### src/tpdp_pkg.sv
package tpdp_pkg;

    // Item fields
    localparam int LANES    = 4;
    localparam int ACT_W    = 8;
    localparam int CODE_W   = 2;
    localparam int WB_W     = LANES * CODE_W;
    localparam int CNT_W    = 3;
    localparam int RS_W     = 15;

    // Datapath widths
    localparam int LSUM_W   = 11;
    localparam int ACC_W    = 23;
    localparam int DOT_W    = 22;
    localparam int SCALE_W  = 32;
    localparam int SCALED_W = 38;
    localparam int FRAC_W   = 16;
    localparam int PROD_W   = DOT_W + SCALE_W + 1;
    localparam int OFFSET_SHIFT = 7;

    // Saturation limits
    localparam logic signed [ACC_W:0] ACC_MAX = 24'sd4194303;
    localparam logic signed [ACC_W:0] ACC_MIN = -24'sd4194304;
    localparam logic signed [ACC_W:0] DOT_MAX = 24'sd2097151;
    localparam logic signed [ACC_W:0] DOT_MIN = -24'sd2097152;

    // Scale register reset: 1.0 in Q16.16
    localparam logic [SCALE_W-1:0] SCALE_RESET = 32'h0001_0000;

    // Ternary weight codes
    localparam logic [CODE_W-1:0] CODE_POS = 2'd1;
    localparam logic [CODE_W-1:0] CODE_NEG = 2'd3;

    typedef logic [LANES-1:0][ACT_W-1:0] t_act_vec;

    // Row total handed from the accumulator to the scaler
    typedef struct packed {
        logic signed [ACC_W-1:0] acc;
        logic signed [RS_W-1:0]  row_sum;
    } t_row_total;

    // Sum activation times weight over the leading valid lanes
    function automatic logic signed [LSUM_W-1:0] lane_sum(
        input logic [WB_W-1:0]  wb,
        input t_act_vec         acts,
        input logic [CNT_W-1:0] cnt
    );
        logic signed [LSUM_W-1:0] sum;
        logic signed [LSUM_W-1:0] act_ext;
        logic [CODE_W-1:0]        code;
        sum = '0;
        for (int l = 0; l < LANES; l++) begin
            code    = wb[WB_W-1-CODE_W*l -: CODE_W];
            act_ext = $signed({{(LSUM_W-ACT_W){1'b0}}, acts[l]});
            if (CNT_W'(l) < cnt) begin
                if (code == CODE_POS) begin
                    sum = sum + act_ext;
                end else if (code == CODE_NEG) begin
                    sum = sum - act_ext;
                end
            end
        end
        return sum;
    endfunction

endpackage

### src/tpdp_accum.sv
module tpdp_accum (
    input  logic                         i_clk,
    input  logic                         i_rst_n,
    input  logic                         i_valid,
    output logic                         o_ready,
    input  logic [tpdp_pkg::WB_W-1:0]    i_weight_byte,
    input  tpdp_pkg::t_act_vec           i_acts,
    input  logic [tpdp_pkg::CNT_W-1:0]   i_valid_count,
    input  logic                         i_last_of_row,
    input  logic [tpdp_pkg::RS_W-1:0]    i_row_sum,
    output logic                         o_valid,
    input  logic                         i_ready,
    output tpdp_pkg::t_row_total         o_total
);
    import tpdp_pkg::*;

    logic                     r_a_valid;
    logic [WB_W-1:0]          r_a_wb;
    t_act_vec                 r_a_acts;
    logic [CNT_W-1:0]         r_a_cnt;
    logic                     r_a_last;
    logic [RS_W-1:0]          r_a_rs;

    logic signed [ACC_W-1:0]  r_acc;
    logic signed [ACC_W-1:0]  n_acc;
    logic signed [ACC_W:0]    acc_wide;

    logic                     r_b_valid;
    t_row_total               r_b_total;

    logic                     b_ready;
    logic                     a_leave;
    logic                     a_fire;

    // Stage handshakes: non-last requests never wait on the output side
    assign b_ready = !r_b_valid || i_ready;
    assign a_leave = !r_a_last || b_ready;
    assign a_fire  = r_a_valid && a_leave;
    assign o_ready = !r_a_valid || a_leave;

    // Add this request's lanes into the running sum, saturating
    always_comb begin
        acc_wide = (ACC_W+1)'(r_acc) + (ACC_W+1)'(lane_sum(r_a_wb, r_a_acts, r_a_cnt));
        if (acc_wide > ACC_MAX) begin
            n_acc = ACC_MAX[ACC_W-1:0];
        end else if (acc_wide < ACC_MIN) begin
            n_acc = ACC_MIN[ACC_W-1:0];
        end else begin
            n_acc = acc_wide[ACC_W-1:0];
        end
    end

    // Input register
    always_ff @(posedge i_clk) begin
        if (!i_rst_n) begin
            r_a_valid <= 1'b0;
        end else if (o_ready) begin
            r_a_valid <= i_valid;
        end
        if (o_ready && i_valid) begin
            r_a_wb   <= i_weight_byte;
            r_a_acts <= i_acts;
            r_a_cnt  <= i_valid_count;
            r_a_last <= i_last_of_row;
            r_a_rs   <= i_row_sum;
        end
    end

    // Accumulator: clear after the last request of a row
    always_ff @(posedge i_clk) begin
        if (!i_rst_n) begin
            r_acc <= '0;
        end else if (a_fire) begin
            r_acc <= r_a_last ? '0 : n_acc;
        end
    end

    // Row total register, loaded only by the last request of a row
    always_ff @(posedge i_clk) begin
        if (!i_rst_n) begin
            r_b_valid <= 1'b0;
        end else if (a_fire && r_a_last) begin
            r_b_valid <= 1'b1;
        end else if (i_ready) begin
            r_b_valid <= 1'b0;
        end
        if (a_fire && r_a_last) begin
            r_b_total.acc     <= n_acc;
            r_b_total.row_sum <= $signed(r_a_rs);
        end
    end

    assign o_valid = r_b_valid;
    assign o_total = r_b_total;

endmodule

### src/tpdp_scale.sv
module tpdp_scale (
    input  logic                           i_clk,
    input  logic                           i_rst_n,
    input  logic                           i_valid,
    output logic                           o_ready,
    input  tpdp_pkg::t_row_total           i_total,
    input  logic [tpdp_pkg::SCALE_W-1:0]   i_scale,
    output logic                           o_valid,
    input  logic                           i_ready,
    output logic [tpdp_pkg::DOT_W-1:0]     o_corrected_dot,
    output logic [tpdp_pkg::SCALED_W-1:0]  o_scaled_value
);
    import tpdp_pkg::*;

    logic signed [ACC_W:0]    diff;
    logic signed [DOT_W-1:0]  n_dot;
    logic signed [PROD_W-1:0] n_prod;

    logic                     r_c_valid;
    logic signed [DOT_W-1:0]  r_c_dot;
    logic                     r_d_valid;
    logic signed [DOT_W-1:0]  r_d_dot;
    logic signed [PROD_W-1:0] r_d_prod;

    logic                     d_ready;

    assign d_ready = !r_d_valid || i_ready;
    assign o_ready = !r_c_valid || d_ready;

    // Remove the activation offset: raw - 128 * row_sum, saturated
    always_comb begin
        diff = (ACC_W+1)'(i_total.acc)
             - (ACC_W+1)'($signed({i_total.row_sum, {OFFSET_SHIFT{1'b0}}}));
        if (diff > DOT_MAX) begin
            n_dot = DOT_MAX[DOT_W-1:0];
        end else if (diff < DOT_MIN) begin
            n_dot = DOT_MIN[DOT_W-1:0];
        end else begin
            n_dot = diff[DOT_W-1:0];
        end
    end

    // Signed dot times unsigned scale
    assign n_prod = PROD_W'(r_c_dot) * $signed({1'b0, i_scale});

    // Corrected dot register
    always_ff @(posedge i_clk) begin
        if (!i_rst_n) begin
            r_c_valid <= 1'b0;
        end else if (o_ready) begin
            r_c_valid <= i_valid;
        end
        if (o_ready && i_valid) begin
            r_c_dot <= n_dot;
        end
    end

    // Result register
    always_ff @(posedge i_clk) begin
        if (!i_rst_n) begin
            r_d_valid <= 1'b0;
        end else if (d_ready) begin
            r_d_valid <= r_c_valid;
        end
        if (d_ready && r_c_valid) begin
            r_d_dot  <= r_c_dot;
            r_d_prod <= n_prod;
        end
    end

    // Arithmetic shift right by the fraction width
    assign o_valid         = r_d_valid;
    assign o_corrected_dot = r_d_dot;
    assign o_scaled_value  = r_d_prod[FRAC_W +: SCALED_W];

endmodule

### src/ternary_packed_dot_product.sv
// Ternary-weight dot product over packed 2-bit weights and offset-u8 activations. Each request
// carries one weight byte (lane 0 in bits 7:6) and four activations; the block accepts one
// request every cycle while a last-of-row request is not held back by a stalled output.
// Requests without last_of_row give no result. For the last request of a row a result
// (corrected_dot = raw - 128 * row_sum, and that value times output_scale in Q16.16, floored)
// passes in turn through the input, row total, corrected dot and result registers. The row
// total register lets in requests that are not last of a row while a result waits.
// Write output_scale only while no row result is pending.
module ternary_packed_dot_product (
    input  logic                           i_clk,
    input  logic                           i_rst_n,
    input  logic                           i_cfg_valid,
    output logic                           o_cfg_ready,
    input  logic [tpdp_pkg::SCALE_W-1:0]   i_cfg_data,
    input  logic                           i_valid,
    output logic                           o_ready,
    input  logic [tpdp_pkg::WB_W-1:0]      i_weight_byte,
    input  logic [tpdp_pkg::ACT_W-1:0]     i_act_lane0,
    input  logic [tpdp_pkg::ACT_W-1:0]     i_act_lane1,
    input  logic [tpdp_pkg::ACT_W-1:0]     i_act_lane2,
    input  logic [tpdp_pkg::ACT_W-1:0]     i_act_lane3,
    input  logic [tpdp_pkg::CNT_W-1:0]     i_valid_count,
    input  logic                           i_last_of_row,
    input  logic [tpdp_pkg::RS_W-1:0]      i_row_sum,
    output logic                           o_valid,
    input  logic                           i_ready,
    output logic [tpdp_pkg::DOT_W-1:0]     o_corrected_dot,
    output logic [tpdp_pkg::SCALED_W-1:0]  o_scaled_value
);
    import tpdp_pkg::*;

    logic [SCALE_W-1:0] r_output_scale;
    t_act_vec           acts;
    t_row_total         total;
    logic               total_valid;
    logic               total_ready;

    // Scale register, always ready for a write
    assign o_cfg_ready = 1'b1;

    always_ff @(posedge i_clk) begin
        if (!i_rst_n) begin
            r_output_scale <= SCALE_RESET;
        end else if (i_cfg_valid) begin
            r_output_scale <= i_cfg_data;
        end
    end

    assign acts = {i_act_lane3, i_act_lane2, i_act_lane1, i_act_lane0};

    tpdp_accum u_accum (
        .i_clk         (i_clk),
        .i_rst_n       (i_rst_n),
        .i_valid       (i_valid),
        .o_ready       (o_ready),
        .i_weight_byte (i_weight_byte),
        .i_acts        (acts),
        .i_valid_count (i_valid_count),
        .i_last_of_row (i_last_of_row),
        .i_row_sum     (i_row_sum),
        .o_valid       (total_valid),
        .i_ready       (total_ready),
        .o_total       (total)
    );

    tpdp_scale u_scale (
        .i_clk           (i_clk),
        .i_rst_n         (i_rst_n),
        .i_valid         (total_valid),
        .o_ready         (total_ready),
        .i_total         (total),
        .i_scale         (r_output_scale),
        .o_valid         (o_valid),
        .i_ready         (i_ready),
        .o_corrected_dot (o_corrected_dot),
        .o_scaled_value  (o_scaled_value)
    );

endmodule

### config.mk
export PLATFORM = sky130hd
export DESIGN_NAME = ternary_packed_dot_product
export DESIGN_NICKNAME = d
export VERILOG_FILES = /design/src/tpdp_pkg.sv /design/src/tpdp_accum.sv /design/src/tpdp_scale.sv /design/src/ternary_packed_dot_product.sv
export SDC_FILE = /design/constraint.sdc
export NUM_CORES = 2
export LEC_CHECK = 0
export ABC_CLOCK_PERIOD_IN_PS = 19900
export BUFFER_PORTS_ARGS = -buffer_cell sky130_fd_sc_hd__buf_2
export CAP_MARGIN = 20
export CORE_ASPECT_RATIO = 0.8
export CORE_UTILIZATION = 45
export DETAILED_ROUTE_END_ITERATION = 7
export GPL_TIMING_DRIVEN = 1
export PLACE_DENSITY_LB_ADDON = 0.15
export SLEW_MARGIN = 0
export SYNTH_ARGS = -nofsm -noshare
export SYNTH_HDL_FRONTEND = slang
export SYNTH_SLANG_ARGS = --single-unit
### constraint.sdc
create_clock -name i_clk -period 19.9 [get_ports i_clk]
set_input_delay 0.995 -clock i_clk [delete_from_list [all_inputs] [get_ports i_clk]]
set_output_delay 0.995 -clock i_clk [all_outputs]
set_load 0.01 [all_outputs]
# --- Yosys cells after proc, flatten, opt, wreduce, memory -nomap -nowiden ---
# Index checks and enable logic that the tools add are counted.
# W data, S select, Z words.
word_totals:
  inputBits: 96
  register_bits: 254
classes:
  mux: 18
  multipliers: 1
  n_eq_ne: 8
  reduce_logical: 16
  n_lt_le_gt_ge: 8
  addsub: 9
ops:
  columns: ["cell", "count"]
  rows:
  - ["$mux W11", 12]
  - ["$mux W23", 3]
  - ["$mul A22 B33 Y54", 1]
  - ["$add A11 B9 Y11", 3]
  - ["$sub A11 B9 Y11", 3]
  - ["$add A23 B11 Y24", 1]
  - ["$gt A24 B22 Y1 const B", 1]
  - ["$gt A24 B23 Y1 const B", 1]
  - ["$lt A24 B22 Y1 const B", 1]
  - ["$lt A24 B23 Y1 const B", 1]
  - ["$sub A23 B22 Y24", 1]
  - ["$mux W22", 1]
  - ["$sub A1 B8 Y9 const A", 1]
  - ["$eq A2 B1 Y1 const B", 4]
  - ["$eq A2 B2 Y1 const B", 4]
  - ["$lt A1 B3 Y1 const A", 2]
  - ["$lt A2 B3 Y1 const A", 2]
  - ["$logic_and A1 B1 Y1", 5]
  - ["$logic_not A1 Y1", 5]
  - ["$logic_or A1 B1 Y1", 5]
  - ["$mux W1", 2]
  - ["$reduce_bool A2 Y1", 1]

# --- Depth between registers and ports, before layout ---
depth:
  depth_word: 21
  ltp_mapped: 45
  depth_no_buf: 41

# --- Cells and area by module ---
# A second synthesis with hierarchy kept.
hier_totals:
  cells_unflattened: 3679
  hier_area_um2: 35333.9
modules_own_cells:
  columns: ["mod", "seq_area_each_um2", "instances", "cells_per_inst", "area_per_inst_um2"]
  rows:
  - ["tpdp_scale", 2502.4, 1, 2805, 26205.1]
  - ["tpdp_accum", 3413.3, 1, 769, 7876.3]
  - ["ternary_packed_dot_product", 640.6, 1, 105, 1252.5]

# --- Worst setup path after synthesis ---
# Ideal clock, no wire load.
synth_path:
  path_type: "register to register"
  start: "reg u_accum.r_a_cnt[2]"
  end: "reg u_accum.r_b_total, in the netlist u_accum.o_total[36] (data pin)"
  synth_period_minus_slack_ns: 8.352
  n_path_buf: 4
  slack_ns: 11.548
  path_stages_with_launch: 36
  t_arrival_ns: 8.087
  setup_time_ns: 0.265
  path_cell_list: "edfxtp_1 -> buf_2 -> o31ai_1 -> nor2_1 -> fa_1 -> nor2b_1 -> o31ai_1 -> a22oi_1 -> xnor2_1 -> o21ai_0 -> ha_1 -> o21ai_0 -> nor2_1 -> a211o_1 -> o211ai_1 -> o311ai_0 -> xor2_1 -> nor2_1 -> a21oi_1 -> ha_1 -> inv_1 -> o2111ai_1 -> and3b_1 -> o21ai_1 -> xnor2_1 -> ha_1 -> clkbuf_2 -> a21o_1 -> a21oi_1 -> o21ai_0 -> nor3_2 -> mux2_2 -> or2_2 -> buf_2 -> buf_6 -> maj3_1"
synth_between:
  elab_chain_len: 18
  elab_cells_between_ends: 25
  classes_between: "7 x add/sub; 6 x order compare; 12 x mux"
synth_lines:
  columns: ["element", "line_no", "source"]
  rows:
  - ["start, declared", "tpdp_accum.sv:20", "logic [CNT_W-1:0] r_a_cnt;"]
  - ["start signal, assigned", "tpdp_accum.sv:63", "r_a_cnt <= i_valid_count;"]
  - ["$lt A1 B3 Y1", "tpdp_pkg.sv:55", "if (CNT_W'(l) < cnt) begin"]
  - ["$mux W11", "tpdp_pkg.sv:55", null]
  - ["$sub A11 B9 Y11", "tpdp_pkg.sv:59", "sum = sum - act_ext;"]
  - ["$mux W11", "tpdp_pkg.sv:58", "end else if (code == CODE_NEG) begin"]
  - ["$mux W11", "tpdp_pkg.sv:56", "if (code == CODE_POS) begin"]
  - ["$mux W11", "tpdp_pkg.sv:55", null]
  - ["$sub A11 B9 Y11", "tpdp_pkg.sv:59", null]
  - ["$mux W11", "tpdp_pkg.sv:58", null]
  - ["(+3 left out)", null, null]
  - ["$mux W11", "tpdp_pkg.sv:58", null]
  - ["$mux W11", "tpdp_pkg.sv:56", null]
  - ["$mux W11 *", "tpdp_pkg.sv:55", null]
  - ["$add A23 B11 Y24 *", "tpdp_accum.sv:43", "acc_wide = (ACC_W+1)'(r_acc) + (ACC_W+1)'(lane_sum(r_a_wb, r_a_acts, r_a_cnt));"]
  - ["$lt A24 B23 Y1", "tpdp_accum.sv:46", "end else if (acc_wide < ACC_MIN) begin"]
  - ["$mux W23", "tpdp_accum.sv:46", null]
  - ["$mux W23 *", "tpdp_accum.sv:44", "if (acc_wide > ACC_MAX) begin"]
  - ["named net u_accum.n_acc[21]", "tpdp_accum.sv:25", "logic signed [ACC_W-1:0] n_acc;"]
  - ["end, declared", "tpdp_accum.sv:29", "t_row_total r_b_total;"]
# The timed path passes the listed nets; every way through them passes the cells marked *.
# A chain may end at the register's enable or synchronous reset.

# --- Final worst setup path ---
layout_path:
  start: "reg u_accum.r_a_cnt[2]"
  end: "reg u_accum.r_acc[19]"
layout_between:
  elab_chain_len: 19
  elab_cells_between_ends: 26
  classes_between: "7 x add/sub; 6 x order compare; 13 x mux"
layout_lines:
  columns: ["element", "line_no", "source"]
  rows:
  - ["$lt A1 B3 Y1", "tpdp_pkg.sv:55", null]
  - ["$mux W11", "tpdp_pkg.sv:55", null]
  - ["$sub A11 B9 Y11", "tpdp_pkg.sv:59", null]
  - ["$mux W11", "tpdp_pkg.sv:58", null]
  - ["$mux W11", "tpdp_pkg.sv:56", null]
  - ["$mux W11", "tpdp_pkg.sv:55", null]
  - ["$sub A11 B9 Y11", "tpdp_pkg.sv:59", null]
  - ["$mux W11", "tpdp_pkg.sv:58", null]
  - ["(+3 left out)", null, null]
  - ["$mux W11", "tpdp_pkg.sv:58", null]
  - ["$mux W11", "tpdp_pkg.sv:56", null]
  - ["$mux W11 *", "tpdp_pkg.sv:55", null]
  - ["$add A23 B11 Y24 *", "tpdp_accum.sv:43", null]
  - ["$lt A24 B23 Y1", "tpdp_accum.sv:46", null]
  - ["$mux W23", "tpdp_accum.sv:46", null]
  - ["$mux W23 *", "tpdp_accum.sv:44", null]
  - ["$mux W23 *", "tpdp_accum.sv:74", "r_acc <= r_a_last ? '0 : n_acc;"]
  - ["end signal, assigned", "tpdp_accum.sv:74", null]
  - ["end, declared", "tpdp_accum.sv:24", "logic signed [ACC_W-1:0] r_acc;"]
# Every way passes the cells marked *; elsewhere a longest branch is shown, timed or not.

==> results.py <==
metrics = {
    "status": {
        "outcome": "finished, final reports clean",
    },
    "power_and_ir_drop": {
        "irDropWorstVdd_mv": 0.114,
        "p_per_area_nw_per_um2": 134,
        "p_leak_nw": 17.4,
    },
    "worst_setup_path": {
        "crit_arrival_ns": 9.91,
        "critical_path_class": "reg2reg",
        "cpMaxStageDelayCell": "o31ai_1",
        "startpoint_type": "flop",
        "reg2reg_depth": 35,
        "worstPathRequired_ns": 20.45,
        "path_max_fanout": 19,
        "crit_path_max_incr_delay_ns": 0.75,
        "critPathCaptureType": "flop",
    },
    "floorplan": {
        "num_rows": 90,
        "fp.dieH_microns": 250,
        "core_area_sq_um": 75700,
        "ios": 159,
        "start_util": 0.457,
        "fp.dieW_microns": 312,
        "die_area_sq_um": 77900,
    },
    "logic_synthesis": {
        "synth_seq_cells": 238,
        "synth_top_family_by_area": "adder cells",
        "synth-compound-area-share": 0.0782,
        "synth-simple-area-share": 0.139,
        "yosysUniqueCellTypes": 87,
        "synth_cells": 3591,
        "syn-num-nets": 4579,
        "yosysWarnings": 0,
        "netlist_area_sq_um": 34500,
        "synthMuxAreaShare": 0.0138,
        "synth_ff_type": "edfxtp_1",
        "async_flop_share": 0,
        "synthAdderAreaFrac": 0.459,
        "synthXorXnorAreaFrac": 0.0256,
        "synth_seq_area_share": 0.190,
        "synth_edf_count": 179,
        "avgSynthCellArea_sq_um": 9.62,
    },
    "global_route": {
        "grtUsageTotal": 0.245,
        "grt-ovfl-total": 0,
        "grt_pass1_wl_microns": 148000,
        "antenna_found_initial": 17,
        "grt_max_degree": 45,
        "grt_pass1_vias": 25716,
    },
    "cells_and_area": {
        "mostFrequentLayoutCell": "inv_1",
        "n_fill_cell": 7267,
        "drive_gt1_frac": 0.0810,
        "fin_area_sq_um": 37300,
        "final_util": 0.493,
        "syn2layout_area_growth_pct": 8.03,
        "nets": 4647,
        "final_cell_mix": "inv_1 (682), fa_1 (605), nand2_1 (587)",
    },
    "cts": {
        "cts_tree": "yes",
        "clock_sinks": 238,
        "cts_hold_repair.buffers": 0,
        "htree_levels": 1,
        "cts_setup_buffers": 0,
        "cts_resized": 0,
        "cts_root_buf": "clkbuf_16",
        "clk_pin_slew_worst_paths_ns": 0.07,
        "cts.path.max_buffers": 3,
        "clock_latency_ns": 0.63,
        "cts_buffers": 27,
    },
    "sta": {
        "skew_ns": 0.0332,
        "hold_viol": 0,
        "rsz0062_at_grt": "no",
        "period_minus_slack_ns": 9.36,
        "finalCritPeriodShare": 0.470,
        "finalSetupViolCount": 0,
        "slew_violations": 0,
        "worst_pin_slew_ns": 1.16,
        "tns_ns": 0,
        "max-slew-margin-rel": 0.225,
        "fmax_mhz": 107,
    },
    "routing": {
        "ant_nets": 0,
        "viasPerCell": 5.26,
        "dr_wl_met3_microns": 8400,
        "wl_microns": 93500,
        "vias": 24705,
        "routedWlPerCell_microns": 19.9,
        "drcViolationCount": 0,
        "drt-pass1-iter-count": 7,
        "drt_iter0_drc": 1672,
        "highest-signal-layer": "met5",
        "met1_length_microns": 43100,
        "wl_met2_microns": 39900,
    },
    "worst_hold_path": {
        "hold_class": "reg2reg",
        "hold_depth": 0,
    },
    "placement": {
        "io_buffer_count": 157,
        "dpl.hpwl_microns": 70000,
        "gp_congestion": 0.883,
        "place_area_sq_um": 36400,
    },
    "run": {
        "cap_violations": 0,
    },
}
==> power by group <==
part	internal (W)	total [W]	leakage (nW)	switching [W]
sequential	0.000733	0.000765	2.15	0.0000327
combinational	0.00145	0.00370	14.8	0.00225
clock	0.000297	0.000520	0.451	0.000223
total	0.00248	0.00499	17.4	0.00251
==> cell type report <==
class                           count  area [sq um]  share of cell area
Clock inverter                      7          55.1             0.00148
Antenna cell                        5          12.5            0.000335
Multi-Input combinational cell   2492         24800               0.663
Inverter                          682          2560              0.0686
Tap cell                         1012          1270              0.0339
Clock buffer                       43           860              0.0230
Timing Repair Buffer              218          1250              0.0336
Sequential cell                   238          6560               0.176
==> sequential cells by signal, summed over array words and instances, names as in the netlist, 3 cells and up <==
name,count
u_accum.o_total,38
u_scale.r_d_prod,38
r_output_scale,32
u_accum.r_a_acts,32
u_accum.r_acc,23
u_scale.o_corrected_dot,22
u_scale.r_c_dot,22
u_accum.r_a_rs,15
u_accum.r_a_wb,8
u_accum.r_a_cnt,3
==> synthesized netlist by cell type (all sizes together), types with 59 or more instances <==
cell type / number / area share
clkbuf: 169 / 0.018
inv: 682 / 0.074
and2: 157 / 0.028
xnor2: 66 / 0.017
nor2b: 60 / 0.011
o21ai: 84 / 0.013
dfxtp: 59 / 0.034
nor2: 83 / 0.0092
fa: 605 / 0.35
edfxtp: 179 / 0.16
nand2: 587 / 0.064
a21o: 59 / 0.013
a21oi: 105 / 0.015
ha: 287 / 0.10
==> layer usage <==
metal  vias up  track usage
li1      11325            -
met1     12375        0.357
met2       864        0.370
met3       121       0.0623
met4        20       0.0482
met5         -            0
==> cell families (layout without fill, tap and decap cells) <==
| group | Yosys count | after routing |
|---|---|---|
| other | 1 | 6 |
| and+or+nand+nor | 1034 | 1034 |
| DFF | 238 | 238 |
| xor gates and xnor gates | 101 | 101 |
| adders and majority gates | 907 | 907 |
| buffers and inverters | 861 | 950 |
| AOI/OAI and AO/OA | 402 | 402 |
| muxes | 47 | 47 |
==> through the flow <==
step           std cells  hold slack [ns]  power, W  worst slack, ns
2_1_floorplan       3591            0.400   0.00343            11.55
3_3_place_gp        4640            0.403   0.00448            10.74
3_5_place_dp        4641            0.405   0.00449            10.63
4_1_cts             4691            0.420   0.00504            10.57
5_1_grt             4694            0.425   0.00549             9.56
6_report            4697            0.419   0.00499            10.54
==> worst max-delay path: cells and delay by family (launching register included) <==
family	cells	cell delay, ns
AOI/OAI and AO/OA	19	4.95
adders and majority gates	4	1.65
and+or+nand+nor	6	1.33
DFF	1	0.55
xor gates and xnor gates	3	0.37
buffers and inverters	2	0.30
muxes	1	0.13
==> path summary, 6_finish.rpt <==
path	from	to	slack, ns
hold reg to reg	u_accum.r_a_rs[12]	u_accum.o_total[12]	0.42
hold / removal	u_accum.r_a_rs[12]	u_accum.o_total[12]	0.42
setup reg to reg	u_accum.r_a_cnt[2]	u_accum.r_acc[19]	10.54
setup / recovery	u_accum.r_a_cnt[2]	u_accum.r_acc[19]	10.54
Power figures use the tool's default switching activity.
